$ cat src/hw/rtl/mss_pkg.sv
// Shared types and constants of the MIDI step sequencer.
package mss_pkg;

    localparam int MAX_STEPS = 16;
    localparam int IDX_W     = $clog2(MAX_STEPS);
    localparam int CNT_W     = $clog2(MAX_STEPS + 1);

    localparam int S_TDATA_W = 32;
    localparam int M_TDATA_W = 32;
    localparam int PKT_W     = 28;

    localparam int CFG_ADDR_W = 2;
    localparam int CFG_DATA_W = 8;

    localparam logic [CFG_ADDR_W-1:0] REG_NUM_STEPS       = 2'd0;
    localparam logic [CFG_ADDR_W-1:0] REG_MIDI_CHANNEL    = 2'd1;
    localparam logic [CFG_ADDR_W-1:0] REG_NOTE_OFF_STATUS = 2'd2;

    localparam logic [4:0] NUM_STEPS_RST       = 5'd16;
    localparam logic [3:0] MIDI_CHANNEL_RST    = 4'd0;
    localparam logic [7:0] NOTE_OFF_STATUS_RST = 8'd128;

    localparam logic FUNC_TICK = 1'b0;
    localparam logic FUNC_LOAD = 1'b1;

    typedef struct packed {
        logic       glide;
        logic [7:0] velocity;
        logic [7:0] note;
        logic [7:0] status;
    } step_t;

    typedef struct packed {
        logic             data_we;
        logic             glide_we;
        logic [IDX_W-1:0] addr;
        step_t            step;
    } tbl_wr_t;

    // status in the lowest bits, velocity in the highest
    typedef struct packed {
        logic [7:0] velocity;
        logic [7:0] note;
        logic [3:0] channel;
        logic [7:0] status;
    } pkt_t;

endpackage

$ cat src/hw/rtl/mss_step_table.sv
// Step table: one write port, two registered read ports, valid bits for the reset value.
module mss_step_table (
    input  logic                        aclk,
    input  logic                        aresetn,
    input  mss_pkg::tbl_wr_t            wr,
    input  logic                        rd_en,
    input  logic [mss_pkg::IDX_W-1:0]   rd_addr_a,
    input  logic [mss_pkg::IDX_W-1:0]   rd_addr_b,
    output mss_pkg::step_t              rd_a,
    output mss_pkg::step_t              rd_b
);

    logic [23:0] data_mem  [mss_pkg::MAX_STEPS];
    logic        glide_mem [mss_pkg::MAX_STEPS];

    logic [mss_pkg::MAX_STEPS-1:0] data_vld_reg;
    logic [mss_pkg::MAX_STEPS-1:0] glide_vld_reg;

    logic [23:0] a_data_reg;
    logic [23:0] b_data_reg;
    logic        a_glide_reg;
    logic        b_glide_reg;
    logic        a_dvld_reg;
    logic        b_dvld_reg;
    logic        a_gvld_reg;
    logic        b_gvld_reg;

    always_ff @(posedge aclk) begin
        if (wr.data_we) begin
            data_mem[wr.addr] <= {wr.step.velocity, wr.step.note, wr.step.status};
        end
        if (wr.glide_we) begin
            glide_mem[wr.addr] <= wr.step.glide;
        end
        if (rd_en) begin
            a_data_reg  <= data_mem[rd_addr_a];
            b_data_reg  <= data_mem[rd_addr_b];
            a_glide_reg <= glide_mem[rd_addr_a];
            b_glide_reg <= glide_mem[rd_addr_b];
        end
    end

    always_ff @(posedge aclk) begin
        if (!aresetn) begin
            data_vld_reg  <= '0;
            glide_vld_reg <= '0;
            a_dvld_reg    <= 1'b0;
            b_dvld_reg    <= 1'b0;
            a_gvld_reg    <= 1'b0;
            b_gvld_reg    <= 1'b0;
        end else begin
            if (wr.data_we) begin
                data_vld_reg[wr.addr] <= 1'b1;
            end
            if (wr.glide_we) begin
                glide_vld_reg[wr.addr] <= 1'b1;
            end
            if (rd_en) begin
                a_dvld_reg <= data_vld_reg[rd_addr_a];
                b_dvld_reg <= data_vld_reg[rd_addr_b];
                a_gvld_reg <= glide_vld_reg[rd_addr_a];
                b_gvld_reg <= glide_vld_reg[rd_addr_b];
            end
        end
    end

    // never-written entries read as zero
    always_comb begin
        rd_a.status   = a_dvld_reg ? a_data_reg[7:0]   : 8'd0;
        rd_a.note     = a_dvld_reg ? a_data_reg[15:8]  : 8'd0;
        rd_a.velocity = a_dvld_reg ? a_data_reg[23:16] : 8'd0;
        rd_a.glide    = a_gvld_reg ? a_glide_reg       : 1'b0;
        rd_b.status   = b_dvld_reg ? b_data_reg[7:0]   : 8'd0;
        rd_b.note     = b_dvld_reg ? b_data_reg[15:8]  : 8'd0;
        rd_b.velocity = b_dvld_reg ? b_data_reg[23:16] : 8'd0;
        rd_b.glide    = b_gvld_reg ? b_glide_reg       : 1'b0;
    end

endmodule

$ cat src/hw/rtl/midi_step_sequencer.sv
// Looping MIDI step sequencer with glide: top level.
//
//  Channel   Direction  Payload                                          Framing
//  s_axis    in         tdata: step/rx/status/note/velocity/glide        tuser = func
//  m_axis    out        tdata: status/channel/note/velocity              tlast on 2nd packet
//  cfg       in         cfg_addr selects register, cfg_wdata value       write on cfg_we
//
// A request is registered on acceptance together with the table reads for the
// current and previous step; for a tick, both packets are then formed and loaded
// into the output register once it is free. A tick therefore occupies the single
// result port with two packets, and a load passes with no result.
// Reset is synchronous; the table reads as zero through valid bits, no clearing
// pass. A stalled output holds its packet while a further request is taken.
module midi_step_sequencer (
    input  logic                                 aclk,
    input  logic                                 aresetn,
    input  logic                                 s_axis_tvalid,
    output logic                                 s_axis_tready,
    // [3:0] step_index, [4] rx_valid, [12:5] step_status, [20:13] step_note,
    // [28:21] step_velocity, [29] step_glide, [31:30] zero
    input  logic [mss_pkg::S_TDATA_W-1:0]        s_axis_tdata,
    // [0] func
    input  logic [0:0]                           s_axis_tuser,
    output logic                                 m_axis_tvalid,
    input  logic                                 m_axis_tready,
    // [7:0] pkt_status, [11:8] pkt_channel, [19:12] pkt_note,
    // [27:20] pkt_velocity, [31:28] zero
    output logic [mss_pkg::M_TDATA_W-1:0]        m_axis_tdata,
    output logic                                 m_axis_tlast,
    input  logic                                 cfg_we,
    input  logic [mss_pkg::CFG_ADDR_W-1:0]       cfg_addr,
    input  logic [mss_pkg::CFG_DATA_W-1:0]       cfg_wdata
);

    localparam int IDX_W = mss_pkg::IDX_W;
    localparam int CNT_W = mss_pkg::CNT_W;

    // configuration
    logic [4:0] num_steps_reg;
    logic [3:0] midi_channel_reg;
    logic [7:0] note_off_status_reg;

    always_ff @(posedge aclk) begin
        if (!aresetn) begin
            num_steps_reg       <= mss_pkg::NUM_STEPS_RST;
            midi_channel_reg    <= mss_pkg::MIDI_CHANNEL_RST;
            note_off_status_reg <= mss_pkg::NOTE_OFF_STATUS_RST;
        end else if (cfg_we) begin
            unique case (cfg_addr)
                mss_pkg::REG_NUM_STEPS:       num_steps_reg       <= cfg_wdata[4:0];
                mss_pkg::REG_MIDI_CHANNEL:    midi_channel_reg    <= cfg_wdata[3:0];
                mss_pkg::REG_NOTE_OFF_STATUS: note_off_status_reg <= cfg_wdata;
                default: ;
            endcase
        end
    end

    // input fields
    logic [3:0] in_index;
    logic       in_rxv;
    logic       in_load;
    logic       in_glide;
    logic [7:0] in_status;
    logic [7:0] in_note;
    logic [7:0] in_velocity;

    assign in_index    = s_axis_tdata[3:0];
    assign in_rxv      = s_axis_tdata[4];
    assign in_status   = s_axis_tdata[12:5];
    assign in_note     = s_axis_tdata[20:13];
    assign in_velocity = s_axis_tdata[28:21];
    assign in_glide    = s_axis_tdata[29];
    assign in_load     = (s_axis_tuser[0] == mss_pkg::FUNC_LOAD);

    // step counter
    logic [IDX_W-1:0] step_cnt_reg;
    logic [IDX_W-1:0] step_cnt_next;
    logic [CNT_W-1:0] act_cnt;
    logic [CNT_W-1:0] cnt_inc;
    logic [IDX_W-1:0] prv_idx;

    always_comb begin
        if (num_steps_reg == 5'd0) begin
            act_cnt = CNT_W'(1);
        end else if (32'(num_steps_reg) > 32'(mss_pkg::MAX_STEPS)) begin
            act_cnt = CNT_W'(mss_pkg::MAX_STEPS);
        end else begin
            act_cnt = CNT_W'(num_steps_reg);
        end
        prv_idx = (step_cnt_reg == '0) ? IDX_W'(act_cnt - CNT_W'(1))
                                       : step_cnt_reg - IDX_W'(1);
        cnt_inc = CNT_W'(step_cnt_reg) + CNT_W'(1);
        // also wraps a counter left beyond a lowered step count
        step_cnt_next = (cnt_inc >= act_cnt) ? '0 : IDX_W'(cnt_inc);
    end

    // handshake
    logic s_accept;
    logic s1_valid_reg;
    logic s1_load_reg;
    logic s1_move;
    logic out_valid_reg;
    logic out_last_reg;
    logic out_free;

    assign out_free      = !out_valid_reg || (m_axis_tready && out_last_reg);
    assign s1_move       = s1_valid_reg && (s1_load_reg || out_free);
    assign s_axis_tready = !s1_valid_reg || s1_move;
    assign s_accept      = s_axis_tvalid && s_axis_tready;

    always_ff @(posedge aclk) begin
        if (!aresetn) begin
            step_cnt_reg <= '0;
        end else if (s_accept && !in_load) begin
            step_cnt_reg <= step_cnt_next;
        end
    end

    // table writes: a tick may overwrite the current step, a load writes one whole step
    mss_pkg::tbl_wr_t tbl_wr;
    mss_pkg::step_t   rd_cur;
    mss_pkg::step_t   rd_prv;

    always_comb begin
        tbl_wr.step.status   = in_status;
        tbl_wr.step.note     = in_note;
        tbl_wr.step.velocity = in_velocity;
        tbl_wr.step.glide    = in_glide;
        if (in_load) begin
            tbl_wr.addr     = IDX_W'(in_index);
            tbl_wr.data_we  = s_accept && (32'(in_index) < 32'(mss_pkg::MAX_STEPS));
            tbl_wr.glide_we = tbl_wr.data_we;
        end else begin
            tbl_wr.addr     = step_cnt_reg;
            tbl_wr.data_we  = s_accept && in_rxv;
            tbl_wr.glide_we = 1'b0;
        end
    end

    mss_step_table u_table (
        .aclk      (aclk),
        .aresetn   (aresetn),
        .wr        (tbl_wr),
        .rd_en     (s_accept),
        .rd_addr_a (step_cnt_reg),
        .rd_addr_b (prv_idx),
        .rd_a      (rd_cur),
        .rd_b      (rd_prv)
    );

    // request register; the reads above see the table before this request's write
    logic           s1_rxv_reg;
    logic           s1_same_reg;
    mss_pkg::step_t s1_step_reg;

    always_ff @(posedge aclk) begin
        if (!aresetn) begin
            s1_valid_reg <= 1'b0;
            s1_load_reg  <= 1'b0;
        end else if (s_accept) begin
            s1_valid_reg <= 1'b1;
            s1_load_reg  <= in_load;
        end else if (s1_move) begin
            s1_valid_reg <= 1'b0;
        end
    end

    always_ff @(posedge aclk) begin
        if (s_accept) begin
            s1_rxv_reg           <= in_rxv;
            s1_same_reg          <= (prv_idx == step_cnt_reg);
            s1_step_reg.status   <= in_status;
            s1_step_reg.note     <= in_note;
            s1_step_reg.velocity <= in_velocity;
            s1_step_reg.glide    <= in_glide;
        end
    end

    // packet formation
    mss_pkg::step_t cur_step;
    mss_pkg::step_t prv_step;
    mss_pkg::pkt_t  pkt_cur;
    mss_pkg::pkt_t  pkt_off;
    mss_pkg::pkt_t  pkt_first;
    mss_pkg::pkt_t  pkt_second;

    always_comb begin
        cur_step = rd_cur;
        if (s1_rxv_reg) begin
            cur_step.status   = s1_step_reg.status;
            cur_step.note     = s1_step_reg.note;
            cur_step.velocity = s1_step_reg.velocity;
        end
        // single active step: previous is the current one after overwrite
        prv_step = s1_same_reg ? cur_step : rd_prv;

        pkt_cur.status   = cur_step.status;
        pkt_cur.channel  = midi_channel_reg;
        pkt_cur.note     = cur_step.note;
        pkt_cur.velocity = cur_step.velocity;
        pkt_off.status   = note_off_status_reg;
        pkt_off.channel  = midi_channel_reg;
        pkt_off.note     = prv_step.note;
        pkt_off.velocity = prv_step.velocity;

        // glide on the previous step: new note sounds before the old one stops
        pkt_first  = prv_step.glide ? pkt_cur : pkt_off;
        pkt_second = prv_step.glide ? pkt_off : pkt_cur;
    end

    // output register with a holding slot for the second packet
    mss_pkg::pkt_t out_pkt_reg;
    mss_pkg::pkt_t hold_pkt_reg;
    logic          out_take;

    assign out_take = s1_move && !s1_load_reg;

    always_ff @(posedge aclk) begin
        if (!aresetn) begin
            out_valid_reg <= 1'b0;
            out_last_reg  <= 1'b0;
        end else if (out_take) begin
            out_valid_reg <= 1'b1;
            out_last_reg  <= 1'b0;
        end else if (out_valid_reg && m_axis_tready) begin
            if (out_last_reg) begin
                out_valid_reg <= 1'b0;
            end else begin
                out_last_reg <= 1'b1;
            end
        end
    end

    always_ff @(posedge aclk) begin
        if (out_take) begin
            out_pkt_reg  <= pkt_first;
            hold_pkt_reg <= pkt_second;
        end else if (out_valid_reg && m_axis_tready && !out_last_reg) begin
            out_pkt_reg <= hold_pkt_reg;
        end
    end

    assign m_axis_tvalid = out_valid_reg;
    assign m_axis_tlast  = out_last_reg;
    assign m_axis_tdata  = {(mss_pkg::M_TDATA_W - mss_pkg::PKT_W)'(0), out_pkt_reg};

endmodule

$ cat config.mk
export PLATFORM = sky130hd
export DESIGN_NAME = midi_step_sequencer
export DESIGN_NICKNAME = d
export VERILOG_FILES = /design/src/hw/rtl/mss_pkg.sv /design/src/hw/rtl/mss_step_table.sv /design/src/hw/rtl/midi_step_sequencer.sv
export SDC_FILE = /design/constraint.sdc
export NUM_CORES = 1
export LEC_CHECK = 0
export BUFFER_PORTS_ARGS = -buffer_cell sky130_fd_sc_hd__clkbuf_2
export CORE_MARGIN = 4
export CORE_UTILIZATION = 55
export CTS_BUF_LIST = sky130_fd_sc_hd__clkbuf_8
export DETAILED_ROUTE_END_ITERATION = 8
export PLACE_DENSITY = 0.72
export SLEW_MARGIN = 15
export SYNTH_ARGS = -nofsm -noshare
export SYNTH_HDL_FRONTEND = slang
export SYNTH_SLANG_ARGS = --single-unit
$ cat constraint.sdc
create_clock -name aclk -period 7.5 [get_ports aclk]
set_input_delay 0.75 -clock aclk [delete_from_list [all_inputs] [get_ports aclk]]
set_output_delay 0.75 -clock aclk [all_outputs]
set_load 0.03 [all_outputs]
== Yosys cells after proc, flatten, opt, wreduce, memory -nomap -nowiden ==
Memories as Yosys holds them, arrays and structs flattened. A register that Yosys moved wholly into a read port is not among the register bits.
Index checks and enable logic that the tools add are counted.

* Bits in writable memories: 400
* Logic and storage cells: 111
* Input bits: 48
* Memories: 2
* Register bits: 143

* Add/sub/neg operators: 3
* Equality and inequality tests: 3
* $lt $le $gt $ge: 6
* Muxes and demuxes: 38
* Bitwise operators: 3
* Reductions and logical operators: 29

{| class="wikitable"
|+ Memory list
! memory !! words !! bits a word !! read ports !! clocked after memory_dff !! wr ports !! line !! RTL
|-
| u_table.data_mem || 16 || 24 || 2 || 2 || 1 || mss_step_table.sv:13 || <nowiki>logic [23:0] data_mem [mss_pkg::MAX_STEPS];</nowiki>
|-
| u_table.glide_mem || 16 || 1 || 2 || 2 || 1 || mss_step_table.sv:14 || <nowiki>logic glide_mem [mss_pkg::MAX_STEPS];</nowiki>
|}

{| class="wikitable"
|+ Operators by type and width
! cell !! count
|-
| 28-bit two-way mux || 4
|-
| 8-bit two-way mux || 6
|-
| 16-bit OR || 2
|-
| 25-bit two-way mux || 1
|-
| 24-bit two-way mux || 1
|-
| 1-bit binary-select mux with 4-bit select || 4
|-
| 1-bit two-way mux || 16
|-
| 4-bit by 5-bit less-than comparator with 1-bit output, second input constant || 3
|-
| 5-bit two-way mux || 2
|-
| 1-bit logical AND || 9
|-
| 4-bit two-way mux || 2
|-
| 2-bit AND reduction || 4
|-
| 2-bit nonzero test || 4
|-
| 4-bit by 1-bit subtractor with 4-bit output, second input constant || 2
|-
| 6-bit two-way mux || 1
|-
| 4-bit by 1-bit adder with 5-bit output, second input constant || 1
|-
| 5-bit >= comparator || 1
|-
| 5-bit greater-than comparator, second input constant || 1
|-
| 1-bit zero test || 5
|-
| 5-bit zero test || 1
|-
| 1-bit demux with 4-bit select || 1
|-
| 4-bit == test || 1
|-
| 4-bit by 1-bit >= comparator with 1-bit output, second input constant || 1
|-
| 4-bit zero test || 1
|-
| 6 further kinds || 8
|}

== Depth between registers and ports, before layout ==
* Word-level depth: 13
* Gate-level depth with buffers: 20
* Mapped depth without buffers: 12

== Modules after synthesis ==
A second synthesis with hierarchy kept.

* Cells, all modules: 1461
* Area, all modules: 26548.0 um^2

{| class="wikitable"
|+ By module, submodules not included
! module !! cells each !! instances !! area an instance (um^2)
|-
| mss_step_table || 1018 || 1 || 21587.0
|-
| midi_step_sequencer || 443 || 1 || 4961.0
|}

== Worst setup path before layout ==
Ideal clock, no wire load.

* Path type: register -> register
* Start: reg step_cnt_reg[0]
* End: reg u_table.b_data_reg[21] (read register of u_table.data_mem), data pin
* Data arrival time: 4.214 ns
* Clock period less this slack: 4.473 ns
* Stages on the path, launching flop included: 19
* Slack: 3.027 ns
* Data required time: 7.241 ns
* Cells stage by stage: dfxtp_1 > buf_2 > buf_2 > buf_2 > buf_2 > inv_1 > ha_1 > or3b_1 > clkbuf_1 > nand2_1 > o21ai_2 > inv_2 > ha_1 > xnor2_1 > buf_4 > buf_2 > mux4_2 > a22oi_1 > nand2_1

* Cells in the longest elaborated chain, start to end: 2
* Elaborated cells between the ends (all ways): 3
* Classes of those cells: add/sub: 1; mux: 1; reduce/logical: 1

{| class="wikitable"
|+ RTL lines
! element !! line !! RTL
|-
| from (decl) || midi_step_sequencer.sv:76 || <nowiki>logic [IDX_W-1:0] step_cnt_reg;</nowiki>
|-
| from (signal assigned) || midi_step_sequencer.sv:115 || <nowiki>step_cnt_reg <= step_cnt_next;</nowiki>
|-
| 4-bit by 1-bit subtractor with 4-bit output or 4-bit zero test (tied branches) || midi_step_sequencer.sv:91, midi_step_sequencer.sv:90 ||
|-
| 4-bit two-way mux (*) || midi_step_sequencer.sv:90 || <nowiki>prv_idx = (step_cnt_reg == '0) ? IDX_W'(act_cnt - CNT_W'(1))</nowiki>
|-
| to (decl) || mss_step_table.sv:20 || <nowiki>logic [23:0] b_data_reg;</nowiki>
|}

Every way passes the cells marked *; elsewhere a longest branch is shown, timed or not.
A chain may end at the register's enable or synchronous reset.

== Final worst setup path ==
* Start: reg step_cnt_reg[1]
* End: reg u_table.b_data_reg[9] (read register of u_table.data_mem), data pin

The elaborated chain is that of the path after synthesis.

==> results.cfg <==
[run_status]
status = finished clean

[floorplan]
ios = 83
fp.coreArea_sq_mm = 0.0445
fp.dieH_um = 221
dieArea_sq_mm = 0.0489
die_w_um = 221
start_util = 0.561
rows = 77

[critical_path]
worstPathMaxFanout = 77
crit_path_start_kind = flip-flop
cp_cell_sequence = inv_1 -> ha_1 -> or3b_1 -> nand2_1 -> o21ai_2 -> inv_2 -> ha_1 -> xnor2_2 -> buf_12 -> mux4_2 -> a22oi_1 -> nand2_1
cp-end-kind = flip-flop
r2r_slack_ns = 3.12
worstReg2RegStart = step_cnt_reg[1]$_SDFFE_PN0P_
crit_slowest_cell = dfxtp_4
reg2regPathDepth = 12
timing.rr.end = u_table.b_data_reg[9]$_DFFE_PP_
arrival_ns = 4.77
crit_type = reg -> reg
crit_path_max_incr_delay_ns = 0.84
cp.required_ns = 7.89

[final_layout]
nNetsFinal = 1566
largest_reg_flops = 384
final_common_cell = edfxtp_1
areaGrowthSynthToFinish_pct = 11.6
final_cell_mix = edfxtp_1 (524), mux4_2 (198), nand2_1 (107)
drive_above_1_share = 0.296

[synthesis]
synth_top_family_by_area = multiplexers
yosys.area.top_type = edfxtp_1
synthMuxAreaShare = 0.195
synth_area_per_cell_sq_um = 17.9
synth_xor_xnor_area_share = 0.00281
ys_types = 57
synth.area.top_cells = edfxtp_1 (63%), mux4_2 (18%), dfxtp_1 (4.9%)
synthAdderAreaFrac = 0.00401
synth-edff-count = 524
synth_area_sq_mm = 0.0250
ys_seq_elements = 585
netlist_instances = 1396
yosysWarnings = 0
synth-compound-area-share = 0.0592
ys_seq_area_frac = 0.679
synth_top_area_frac = 0.630
synth_flop_cell = edfxtp_1
async_flop_share = 0
synth-simple-area-share = 0.0417

[grt]
grt_pass1_wl_um = 88200
track_usage = 0.241
grt_use_met3 = 0.0543
met1_usage = 0.321
grt.busiest_layer = met2
grt_pass1_vias = 14200
use_met2 = 0.396
grt_max_degree = 78
grt.overflow.total = 0
grt_antenna_before_repair = 5

[route]
postRouteAntennaNets = 0
drc_errors = 0
via_per_inst = 6.37
vias = 13900
wl_per_cell_um = 27.1
wl_um = 59000
firstDrtPassIters = 5
drt_iter0_markers = 1552

[run]
drv_cap = 0

[placed_design]
dp_hpwl_um = 32500
gp_congestion = 0.839
io_buffers = 76

[timing]
timing_worst_slew_pin_value_ns = 1.11
max_slew_margin = 0.257
hold_slack_ns = 0.307
skew_ns = 0.0344
clock.fmax_ghz = 0.228
fin_crit_sh = 0.584
slew_viol_final = 0
final_hold_viol_count = 0
setup_tns_ns = 0
rsz0062_at_grt = no
setup_viol = 0
period_minus_slack_ns = 4.38

[cts]
cts_tree = done
htree_num_levels = 3
cts_hold_buf = 0
clock_sinks = 585
numCtsBuffers = 91
root_buffer = clkbuf_8
post-cts-setup-buffer-count = 0
clkLatencyLatePin_ns = 0.67
max-clock-path-buffers = 3
clk_pin_slew_ns = 0.06
cts_resized = 0

[pwr]
max-vdd-ir-drop_mv = 0.129
cellPowerDensity_mw_per_mm2 = 243
p_leak_uw = 0.00927

[hold_path]
hold_end = s1_rxv_reg$_DFFE_PP_
whs_path_depth = 1
min_path_type = in -> reg
min-delay-start = s_axis_tdata[4]
==> layer usage <==
layer | share of wire | vias to the layer above
li1 | - | 5969
met2 | 0.50 | 661
met5 | 0.00070 | -
met3 | 0.083 | 129
met1 | 0.39 | 7101
met4 | 0.032 | 6
==> power breakdown <==
group	switching [uW]	internal (uW)	leakage, uW
logic	326	229	0.00296
clock network	1210	1310	0.00101
registers	46.4	3650	0.00530
==> synthesized netlist by cell type, types with 12 or more instances <==
master    instances
o21ai_0          46
a31oi_1          21
nor2_1           60
dfxtp_1          61
nand2_1         107
a22oi_1          55
nand3_1          12
mux4_2          198
edfxtp_1        524
buf_2            18
clkbuf_1         54
o21a_1           34
nor2b_1          18
a21oi_1          39
mux2i_1          27
==> worst max-delay path, delay by kind of cell (launching register included) <==
family,cells,cell delay (ns)
buffers and inverters,3,0.90
DFF,1,0.84
adders and majority gates,2,0.62
muxes,1,0.59
AOI/OAI and AO/OA,2,0.45
and+or+nand+nor,3,0.43
xor gates and xnor gates,1,0.23
==> stage by stage <==
step	utilization	instance area, sq um	std cells	power, uW	setup slack [ns]
final	0.626	27900	2176	6780	3.12
after detailed placement	0.587	26100	2009	4320	3.13
after floorplan	-	25000	1399	4140	3.03
after global placement	0.587	26100	2009	4310	3.16
after global routing	0.626	27900	2176	7040	2.79
after CTS	0.626	27900	2175	6820	3.10
==> layout make-up <==
class | instances | area [sq um]
fillers | 3161 | 16600
diodes | 1 | 2.50
clock inverters | 68 | 372
repair buffers | 111 | 656
multi-input cells | 708 | 7740
clock buffers | 98 | 1350
well taps | 592 | 741
inverters | 13 | 48.8
flip-flops and latches | 585 | 17000
==> cells by family after synthesis <==
logic type	count (synthesis)
AO/OA/AOI/OAI	225
XOR/XNOR	8
adder cells (fa/ha/maj)	8
buffers and inverters	106
flip-flops	585
multiplexers	230
other	1
AND/OR/NAND/NOR	233
==> worst max-delay path by stage <==
stage | cells after the start | slack (ns) | start | endpoint
after floorplan | 18 | 3.03 | step_cnt_reg[0]$_SDFFE_PN0P_ | u_table.b_data_reg[21]$_DFFE_PP_
final | 12 | 3.12 | step_cnt_reg[1]$_SDFFE_PN0P_ | u_table.b_data_reg[9]$_DFFE_PP_
after detailed placement | 12 | 3.13 | step_cnt_reg[1]$_SDFFE_PN0P_ | u_table.b_data_reg[14]$_DFFE_PP_
after global routing | 12 | 2.79 | step_cnt_reg[1]$_SDFFE_PN0P_ | u_table.b_data_reg[18]$_DFFE_PP_
after global placement | 12 | 3.16 | step_cnt_reg[1]$_SDFFE_PN0P_ | u_table.b_data_reg[12]$_DFFE_PP_
after CTS | 12 | 3.10 | step_cnt_reg[1]$_SDFFE_PN0P_ | u_table.b_data_reg[9]$_DFFE_PP_
Power figures use the tool's default switching activity.
